===== src/rtl/aahd_pkg.sv =====
`timescale 1ns / 1ps
`default_nettype none

package aahd_pkg;

    // Width of the sample value; thresholds are always 32 bits
    localparam int VALUE_W = 32;
    localparam int LEVEL_W = 32;
    localparam int BAND_W  = 31;
    localparam int SEVMAP_W = 10;
    // Wide enough for either the value or a threshold
    localparam int WIDE_W  = (VALUE_W > LEVEL_W) ? VALUE_W : LEVEL_W;
    // Room for an exact difference of two wide operands plus a sign
    localparam int EXT_W   = WIDE_W + 2;

    localparam int CFG_IDX_W  = 3;
    localparam int CFG_DATA_W = 32;

    // Configuration register indexes
    localparam logic [CFG_IDX_W-1:0] REG_LEVEL_HIHI = 3'd0;
    localparam logic [CFG_IDX_W-1:0] REG_LEVEL_HIGH = 3'd1;
    localparam logic [CFG_IDX_W-1:0] REG_LEVEL_LOW  = 3'd2;
    localparam logic [CFG_IDX_W-1:0] REG_LEVEL_LOLO = 3'd3;
    localparam logic [CFG_IDX_W-1:0] REG_HYST       = 3'd4;
    localparam logic [CFG_IDX_W-1:0] REG_MON_DB     = 3'd5;
    localparam logic [CFG_IDX_W-1:0] REG_ARC_DB     = 3'd6;
    localparam logic [CFG_IDX_W-1:0] REG_SEV_MAP    = 3'd7;

    // Outcome codes of a processing pass
    localparam logic [1:0] OUT_OK        = 2'd0;
    localparam logic [1:0] OUT_SUB_ERR   = 2'd1;
    localparam logic [1:0] OUT_NO_SUB    = 2'd2;
    localparam logic [1:0] OUT_FETCH_BAD = 2'd3;

    // Alarm status codes
    localparam logic [2:0] STA_NONE    = 3'd0;
    localparam logic [2:0] STA_UNDEF   = 3'd1;
    localparam logic [2:0] STA_HIHI    = 3'd2;
    localparam logic [2:0] STA_LOLO    = 3'd3;
    localparam logic [2:0] STA_HIGH    = 3'd4;
    localparam logic [2:0] STA_LOW     = 3'd5;
    localparam logic [2:0] STA_SOFT    = 3'd6;
    localparam logic [2:0] STA_BAD_SUB = 3'd7;

    // Alarm severity codes
    localparam logic [1:0] SEV_NONE    = 2'd0;
    localparam logic [1:0] SEV_MINOR   = 2'd1;
    localparam logic [1:0] SEV_MAJOR   = 2'd2;
    localparam logic [1:0] SEV_INVALID = 2'd3;

    typedef logic signed [VALUE_W-1:0] t_value;
    typedef logic signed [LEVEL_W-1:0] t_level;
    typedef logic signed [WIDE_W-1:0]  t_wide;
    typedef logic signed [EXT_W-1:0]   t_ext;

    typedef struct packed {
        t_value     value;
        logic [1:0] outcome;
    } t_in;

    typedef struct packed {
        t_value     value_out;
        logic [2:0] alarm_status;
        logic [1:0] alarm_severity;
        logic       value_event;
        logic       archive_event;
        logic       alarm_event;
    } t_out;

    typedef struct packed {
        t_level              level_hihi;
        t_level              level_high;
        t_level              level_low;
        t_level              level_lolo;
        logic [BAND_W-1:0]   hysteresis;
        logic [BAND_W-1:0]   monitor_deadband;
        logic [BAND_W-1:0]   archive_deadband;
        logic [SEVMAP_W-1:0] severity_map;
    } t_cfg;

endpackage

`default_nettype wire


===== src/rtl/aahd_cfg.sv =====
`timescale 1ns / 1ps
`default_nettype none

module aahd_cfg
    import aahd_pkg::*;
(
    input  wire logic                  i_clk,
    input  wire logic                  i_rst_n,
    input  wire logic                  i_cfg_we,
    input  wire logic [CFG_IDX_W-1:0]  i_cfg_idx,
    input  wire logic [CFG_DATA_W-1:0] i_cfg_data,
    output t_cfg                       o_cfg
);

    t_cfg r_cfg;

    // Write one register per enabled cycle
    always_ff @(posedge i_clk) begin
        if (!i_rst_n) begin
            r_cfg <= '0;
        end else if (i_cfg_we) begin
            case (i_cfg_idx)
                REG_LEVEL_HIHI: r_cfg.level_hihi       <= i_cfg_data[LEVEL_W-1:0];
                REG_LEVEL_HIGH: r_cfg.level_high       <= i_cfg_data[LEVEL_W-1:0];
                REG_LEVEL_LOW:  r_cfg.level_low        <= i_cfg_data[LEVEL_W-1:0];
                REG_LEVEL_LOLO: r_cfg.level_lolo       <= i_cfg_data[LEVEL_W-1:0];
                REG_HYST:       r_cfg.hysteresis       <= i_cfg_data[BAND_W-1:0];
                REG_MON_DB:     r_cfg.monitor_deadband <= i_cfg_data[BAND_W-1:0];
                REG_ARC_DB:     r_cfg.archive_deadband <= i_cfg_data[BAND_W-1:0];
                REG_SEV_MAP:    r_cfg.severity_map     <= i_cfg_data[SEVMAP_W-1:0];
                default: ;
            endcase
        end
    end

    assign o_cfg = r_cfg;

endmodule

`default_nettype wire


===== src/rtl/aahd_core.sv =====
`timescale 1ns / 1ps
`default_nettype none

module aahd_core
    import aahd_pkg::*;
(
    input  wire logic i_clk,
    input  wire logic i_rst_n,
    input  wire logic i_fire,
    input  wire t_in  i_item,
    input  wire t_cfg i_cfg,
    output t_out      o_result
);

    // Persistent alarm state
    logic       r_undef;
    t_value     r_held;
    t_wide      r_last_lvl;
    t_value     r_last_mon;
    t_value     r_last_arc;
    logic [1:0] r_cur_sev;
    logic [2:0] r_cur_sta;

    logic       n_undef;
    t_value     n_held;
    t_wide      n_last_lvl;
    t_value     n_last_mon;
    t_value     n_last_arc;

    logic [1:0] pend_sev;
    logic [2:0] pend_sta;
    logic [1:0] sev_hihi, sev_high, sev_low, sev_lolo, sev_sub;
    t_ext       v_x, hihi_x, high_x, low_x, lolo_x, hyst_x;
    t_wide      v_w;
    logic       hit_hihi, hit_lolo, hit_high, hit_low;
    logic       lvl_hit;
    logic [1:0] lvl_sev;
    logic [2:0] lvl_sta;
    t_wide      lvl_val;
    t_ext       mon_diff, arc_diff, mon_abs, arc_abs;
    logic       value_ev, archive_ev, alarm_ev;

    assign sev_hihi = i_cfg.severity_map[1:0];
    assign sev_high = i_cfg.severity_map[3:2];
    assign sev_low  = i_cfg.severity_map[5:4];
    assign sev_lolo = i_cfg.severity_map[7:6];
    assign sev_sub  = i_cfg.severity_map[9:8];

    assign hihi_x = t_ext'(i_cfg.level_hihi);
    assign high_x = t_ext'(i_cfg.level_high);
    assign low_x  = t_ext'(i_cfg.level_low);
    assign lolo_x = t_ext'(i_cfg.level_lolo);
    assign hyst_x = t_ext'({1'b0, i_cfg.hysteresis});

    // Apply the outcome: store or drop the value, raise outcome alarms
    always_comb begin
        n_undef  = r_undef;
        n_held   = r_held;
        pend_sev = SEV_NONE;
        pend_sta = STA_NONE;
        case (i_item.outcome)
            OUT_OK: begin
                n_held  = i_item.value;
                n_undef = 1'b0;
            end
            OUT_SUB_ERR: begin
                n_held = i_item.value;
                if (sev_sub != SEV_NONE) begin
                    pend_sev = sev_sub;
                    pend_sta = STA_SOFT;
                end
            end
            OUT_NO_SUB: begin
                pend_sev = SEV_INVALID;
                pend_sta = STA_BAD_SUB;
            end
            default: ;
        endcase
    end

    assign v_x = t_ext'(n_held);
    assign v_w = t_wide'(n_held);

    // Level tests; the active level releases only past the hysteresis margin
    always_comb begin
        hit_hihi = (sev_hihi != SEV_NONE) &&
                   ((r_last_lvl == t_wide'(i_cfg.level_hihi)) ?
                    (hihi_x - v_x <= hyst_x) : (v_x >= hihi_x));
        hit_lolo = (sev_lolo != SEV_NONE) &&
                   ((r_last_lvl == t_wide'(i_cfg.level_lolo)) ?
                    (v_x - lolo_x <= hyst_x) : (lolo_x >= v_x));
        hit_high = (sev_high != SEV_NONE) &&
                   ((r_last_lvl == t_wide'(i_cfg.level_high)) ?
                    (high_x - v_x <= hyst_x) : (v_x >= high_x));
        hit_low  = (sev_low != SEV_NONE) &&
                   ((r_last_lvl == t_wide'(i_cfg.level_low)) ?
                    (v_x - low_x <= hyst_x) : (low_x >= v_x));
    end

    // Pick the first level that fires, in HIHI, LOLO, HIGH, LOW order
    always_comb begin
        lvl_hit = 1'b1;
        lvl_sev = sev_hihi;
        lvl_sta = STA_HIHI;
        lvl_val = t_wide'(i_cfg.level_hihi);
        if (hit_hihi) begin
            lvl_sev = sev_hihi;
        end else if (hit_lolo) begin
            lvl_sev = sev_lolo;
            lvl_sta = STA_LOLO;
            lvl_val = t_wide'(i_cfg.level_lolo);
        end else if (hit_high) begin
            lvl_sev = sev_high;
            lvl_sta = STA_HIGH;
            lvl_val = t_wide'(i_cfg.level_high);
        end else if (hit_low) begin
            lvl_sev = sev_low;
            lvl_sta = STA_LOW;
            lvl_val = t_wide'(i_cfg.level_low);
        end else begin
            lvl_hit = 1'b0;
        end
    end

    // Merge level or undefined alarm into the pending pair
    logic [1:0] fin_sev;
    logic [2:0] fin_sta;

    always_comb begin
        fin_sev    = pend_sev;
        fin_sta    = pend_sta;
        n_last_lvl = r_last_lvl;
        if (n_undef) begin
            if (SEV_INVALID > pend_sev) begin
                fin_sev = SEV_INVALID;
                fin_sta = STA_UNDEF;
            end
        end else if (lvl_hit) begin
            if (lvl_sev > pend_sev) begin
                fin_sev    = lvl_sev;
                fin_sta    = lvl_sta;
                n_last_lvl = lvl_val;
            end
        end else begin
            n_last_lvl = v_w;
        end
    end

    assign alarm_ev = (fin_sev != r_cur_sev) || (fin_sta != r_cur_sta);

    // Deadband checks against the last reported values
    assign mon_diff = v_x - t_ext'(r_last_mon);
    assign arc_diff = v_x - t_ext'(r_last_arc);
    assign mon_abs  = mon_diff[EXT_W-1] ? -mon_diff : mon_diff;
    assign arc_abs  = arc_diff[EXT_W-1] ? -arc_diff : arc_diff;
    assign value_ev   = mon_abs > t_ext'({1'b0, i_cfg.monitor_deadband});
    assign archive_ev = arc_abs > t_ext'({1'b0, i_cfg.archive_deadband});
    assign n_last_mon = value_ev ? n_held : r_last_mon;
    assign n_last_arc = archive_ev ? n_held : r_last_arc;

    // Commit state on each processed request
    always_ff @(posedge i_clk) begin
        if (!i_rst_n) begin
            r_undef    <= 1'b1;
            r_held     <= '0;
            r_last_lvl <= '0;
            r_last_mon <= '0;
            r_last_arc <= '0;
            r_cur_sev  <= SEV_NONE;
            r_cur_sta  <= STA_NONE;
        end else if (i_fire) begin
            r_undef    <= n_undef;
            r_held     <= n_held;
            r_last_lvl <= n_last_lvl;
            r_last_mon <= n_last_mon;
            r_last_arc <= n_last_arc;
            r_cur_sev  <= fin_sev;
            r_cur_sta  <= fin_sta;
        end
    end

    always_comb begin
        o_result.value_out      = n_held;
        o_result.alarm_status   = fin_sta;
        o_result.alarm_severity = fin_sev;
        o_result.value_event    = value_ev;
        o_result.archive_event  = archive_ev;
        o_result.alarm_event    = alarm_ev;
    end

endmodule

`default_nettype wire


===== src/rtl/analog_alarm_hysteresis_deadband.sv =====
`timescale 1ns / 1ps
`default_nettype none

// Four-level analog alarm with hysteresis and value/archive deadbands.
// Input channel: i_in_valid / o_in_stall carry one request (value, outcome)
// per processing pass. Output channel: o_out_valid / i_out_stall carry one
// result per request, in order. A transfer happens on a rising edge with
// valid high and stall low.
// Each accepted request waits in the input register until the result register
// is free, then is processed into the result register and shown from there.
// Throughput: one request per cycle while the receiver does not stall; the
// whole pass is a single compare and select stage between the input register
// and the result register. When the receiver stalls, the result register
// holds and one more request is taken into the input register only if it is
// empty; stall then reaches the sender.
// Configuration: i_cfg_we writes i_cfg_data into register i_cfg_idx at a
// rising edge; write only while no request is in flight.
// Reset (synchronous, active low) empties both registers, clears all
// thresholds, bands and severities to zero and marks the value undefined.

module analog_alarm_hysteresis_deadband
    import aahd_pkg::*;
(
    input  wire logic                  i_clk,
    input  wire logic                  i_rst_n,
    input  wire logic                  i_in_valid,
    output logic                       o_in_stall,
    input  wire t_in                   i_in,
    output logic                       o_out_valid,
    input  wire logic                  i_out_stall,
    output t_out                       o_out,
    input  wire logic                  i_cfg_we,
    input  wire logic [CFG_IDX_W-1:0]  i_cfg_idx,
    input  wire logic [CFG_DATA_W-1:0] i_cfg_data
);

    t_cfg cfg;
    t_out result;
    t_in  r_in;
    logic r_in_valid;
    t_out r_out;
    logic r_out_valid;
    logic out_free;
    logic fire;
    logic in_take;

    aahd_cfg u_cfg (
        .i_clk      (i_clk),
        .i_rst_n    (i_rst_n),
        .i_cfg_we   (i_cfg_we),
        .i_cfg_idx  (i_cfg_idx),
        .i_cfg_data (i_cfg_data),
        .o_cfg      (cfg)
    );

    aahd_core u_core (
        .i_clk    (i_clk),
        .i_rst_n  (i_rst_n),
        .i_fire   (fire),
        .i_item   (r_in),
        .i_cfg    (cfg),
        .o_result (result)
    );

    // Handshake: process when the result slot is empty or being drained
    assign out_free   = !r_out_valid || !i_out_stall;
    assign fire       = r_in_valid && out_free;
    assign o_in_stall = r_in_valid && !out_free;
    assign in_take    = i_in_valid && !o_in_stall;

    // Input register
    always_ff @(posedge i_clk) begin
        if (!i_rst_n) begin
            r_in_valid <= 1'b0;
        end else begin
            r_in_valid <= in_take || (r_in_valid && !fire);
        end
    end

    always_ff @(posedge i_clk) begin
        if (in_take) begin
            r_in <= i_in;
        end
    end

    // Result register
    always_ff @(posedge i_clk) begin
        if (!i_rst_n) begin
            r_out_valid <= 1'b0;
        end else if (out_free) begin
            r_out_valid <= fire;
        end
    end

    always_ff @(posedge i_clk) begin
        if (fire) begin
            r_out <= result;
        end
    end

    assign o_out_valid = r_out_valid;
    assign o_out       = r_out;

endmodule

`default_nettype wire

===== config.mk =====
export PLATFORM = sky130hd
export DESIGN_NAME = analog_alarm_hysteresis_deadband
export DESIGN_NICKNAME = d
export VERILOG_FILES = /design/src/rtl/aahd_pkg.sv /design/src/rtl/aahd_cfg.sv /design/src/rtl/aahd_core.sv /design/src/rtl/analog_alarm_hysteresis_deadband.sv
export SDC_FILE = /design/constraint.sdc
export NUM_CORES = 2
export LEC_CHECK = 0
export BUFFER_PORTS_ARGS = -buffer_cell sky130_fd_sc_hd__buf_2
export CAP_MARGIN = 20
export CORE_AREA = 2 2 304 381
export CTS_BUF_LIST = sky130_fd_sc_hd__clkbuf_16
export DETAILED_ROUTE_END_ITERATION = 12
export DIE_AREA = 0 0 306 383
export GPL_TIMING_DRIVEN = 0
export MAX_ROUTING_LAYER = met4
export SLEW_MARGIN = 0
export SYNTH_ARGS = -nofsm -noshare
export SYNTH_HDL_FRONTEND = slang
export SYNTH_HIERARCHICAL = 1
export SYNTH_SLANG_ARGS = --single-unit

===== constraint.sdc =====
create_clock -name i_clk -period 20 [get_ports i_clk]
set_clock_uncertainty 0.2 [all_clocks]
set_input_delay 2 -clock i_clk [delete_from_list [all_inputs] [get_ports i_clk]]
set_output_delay 2 -clock i_clk [all_outputs]
set_load 0.02 [all_outputs]

==> impl_metrics.py <==
metrics = {
    "place": {
        "dp_slack_ns": 6.62,
        "place_congestion": 1.05,
        "dpl.hpwl_mm": 123,
        "port_buffers": 111,
    },
    "synthesis": {
        "syn_nets": 4831,
        "synth_area_mm2": 0.0362,
        "synth_cell_types": 102,
        "post_synth.cell_area_avg_um2": 8.30,
        "synth-edff-count": 74,
        "ys_ff_latch": 441,
        "synth_flop_cell": "dfxtp_1",
        "syn_inst": 4360,
        "synthArstFlopShare_pct": 0,
        "yosys_warnings": 6,
        "yosysSeqAreaShare_pct": 26.4,
    },
    "power_and_ir_drop": {
        "switching_share_pct": 40.6,
        "power_per_cell_area_mw_per_mm2": 91.9,
        "p_leak_nw": 17.4,
        "seq_power_share_pct": 26.1,
        "power.switching_mw": 1.51,
        "clkPwrFrac_pct": 27.0,
        "ir_drop_v": 0.0000683,
        "p_int_mw": 2.21,
        "combPwrFrac_pct": 46.8,
    },
    "min_path": {
        "hold_path_class": "flop to flop",
        "holdCritStartpoint": "u_cfg/o_cfg[16]$_SDFFE_PN0P_",
    },
    "floorplan": {
        "start_util_pct": 31.8,
        "die_y_um": 383,
        "coreArea_mm2": 0.114,
        "row_count": 139,
        "boundaryPins": 116,
        "die-width_um": 306,
        "die_area_mm2": 0.117,
    },
    "critical_path": {
        "rr_startpoint": "r_in[0]$_DFFE_PP_",
        "slowest_stage": "clkbuf_1",
        "path_common_cell": "a21oi_1",
        "worstSetupStartpointType": "flop",
        "cp-end-kind": "flop",
        "arrival_ns": 13.91,
        "critical_path_class": "flop to flop",
        "cp_max_fo": 10,
        "critical_path.startpoint": "r_in[0]$_DFFE_PP_",
        "critPathRequiredTime_ns": 20.32,
        "cpPeakStageDelay_ns": 0.80,
    },
    "routing": {
        "drc": 0,
        "vias": 33700,
        "wl_per_cell_um": 24.9,
        "viasPerCell": 5.56,
        "wl_mm": 151,
        "drt_first_iter_violations": 2506,
        "ant_nets": 0,
        "dr.pass1.iters": 6,
    },
    "global_route": {
        "grt_pass1_vias": 32600,
        "grt_antenna_before_repair": 2,
        "grt_first_pass_wirelength_mm": 215,
        "gr-total-overflow": 0,
        "grt.total_usage_pct": 25.7,
        "grt_max_degree": 32,
    },
    "sta": {
        "tightest_slew_ns": 1.27,
        "slew_viol_final": 0,
        "final-hold-violation-count": 0,
        "min_period_ns": 13.60,
        "rsz0062_at_grt": "false",
        "setup_tns_ns": 0,
        "setup_viol": 0,
        "slew_headroom_pct": 14.4,
        "finalCritPeriodShare_pct": 68.0,
        "worst_slack_ns": 6.40,
        "fmax_ghz": 0.0735,
    },
    "cells_and_area": {
        "fin_nets": 5005,
        "layout_commonest_cell": "nand2_1",
        "area_growth_pct": 11.9,
        "layout-drive-gt1-share_pct": 6.88,
        "nFillCells": 11900,
        "final_cell_mix": "nand2_1 (568), ha_1 (391), dfxtp_1 (367), mux2i_1 (349), inv_1 (346)",
        "fin_util_pct": 35.6,
    },
    "outcome": {
        "status": "completed",
    },
    "cts": {
        "clk_pin_slew_worst_paths_ns": 0.06,
        "cts_max_level": 2,
        "clk_latency_ns": 0.66,
        "cts.sinks": 441,
        "postCtsSetupRepairBufs": 0,
        "cts_resized": 0,
        "cts_tree": "done",
        "cts_hold_buffers": 0,
        "cts-root-buf": "clkbuf_16",
        "numCtsBuffers": 54,
        "ctsLongestPathBuffers": 3,
    },
    "job": {
        "maxCapViolCount": 0,
    },
}
[cell usage after synthesis (45+ instances only)]
| master | count | area share (%) |
|---|---|---|
| a211oi_1 | 70 | 1.5 |
| nand2_1 | 568 | 5.9 |
| nor2b_1 | 52 | 0.90 |
| a21oi_1 | 269 | 3.7 |
| xor2_1 | 119 | 2.9 |
| xnor2_1 | 213 | 5.2 |
| nand4_1 | 79 | 1.4 |
| a31oi_1 | 46 | 0.80 |
| clkbuf_1 | 139 | 1.4 |
| mux2i_1 | 351 | 9.7 |
| inv_1 | 327 | 3.4 |
| edfxtp_1 | 74 | 6.1 |
| o21a_1 | 45 | 0.93 |
| ha_1 | 391 | 14 |
| o21ai_0 | 174 | 2.4 |
| dfxtp_1 | 367 | 20 |
| nor3_1 | 69 | 0.95 |
| a21o_1 | 125 | 2.6 |
| nor2_1 | 235 | 2.4 |
| nand3_1 | 83 | 1.1 |
[worst max-delay path: cells and delay by family (launching register included)]
family          cells  cell delay, ns
flops               1            0.36
simple gates        8            1.93
compound gates     21            6.33
buf+inv             7            2.78
mux                 1            0.18
fa+ha+maj           5            1.55
xor+xnor            1            0.08
[final cells by class]
class	count	area, µm²	share of cell area, %
clock buffer	61	1530	3.77
clock inverter	39	265	0.655
tap	1480	1850	4.57
multi-input combinational	3398	24500	60.5
timing repair buffer	118	643	1.59
antenna	2	5.00	0.0124
sequential	441	9570	23.6
buffer	193	910	2.25
inverter	328	1230	3.04
[power by group through the flow]
stage	sequential [mW]	clock (mW)	combinational, mW
after floorplan	0.989	0	1.23
after global placement	0.991	0	1.67
after detailed placement	0.991	0	1.70
after CTS	0.972	1.03	1.71
after global routing	0.977	1.06	1.91
final	0.972	1.01	1.74
[registers in the layout (all words and copies together), names as in the netlist, 3 cells and up]
name               count
o_out                 40
r_in                  34
u_core/r_held         32
u_cfg/o_cfg          231
u_core/r_last_arc     32
u_core/r_last_mon     32
u_core/r_last_lvl     32
u_core/r_cur_sta       3
[worst paths after layout]
kind	depth (start not counted)	slack (ns)	to
min	2	0.26	u_cfg/o_cfg[16]$_SDFFE_PN0P_
max reg2reg	43	6.40	u_core/r_last_lvl[12]$_SDFFE_PN0P_
min reg2reg	2	0.26	u_cfg/o_cfg[16]$_SDFFE_PN0P_
max	43	6.40	u_core/r_last_lvl[12]$_SDFFE_PN0P_
[through the flow]
step	cell area, µm²	hold WS (ns)	total power, mW	cells
finish	40500	0.257	3.72	6060
global route	40500	0.271	3.94	6058
CTS	40500	0.257	3.71	6058
detailed placement	38700	0.248	2.69	5958
global placement	38600	0.243	2.67	5951
floorplan	36200	0.231	2.22	4360
[routing by layer]
layer | vias to the layer above | track usage [%] | wire length [µm]
li1 | 16000 | - | -
met1 | 16200 | 28.2 | 58800
met2 | 1127 | 43.1 | 71600
met3 | 411 | 2.47 | 6860
met4 | 0 | 19.7 | 13600
met5 | - | - | 0
[kinds of logic after synthesis]
group / after synthesis / share of synthesized area [%]
simple gates: 1318 / 17.4
buf+inv: 521 / 5.92
compound gates: 997 / 18.6
mux: 354 / 9.80
flops: 441 / 26.4
fa+ha+maj: 397 / 13.9
xor+xnor: 332 / 8.04
No activity file was read; power rests on OpenSTA's default activity.
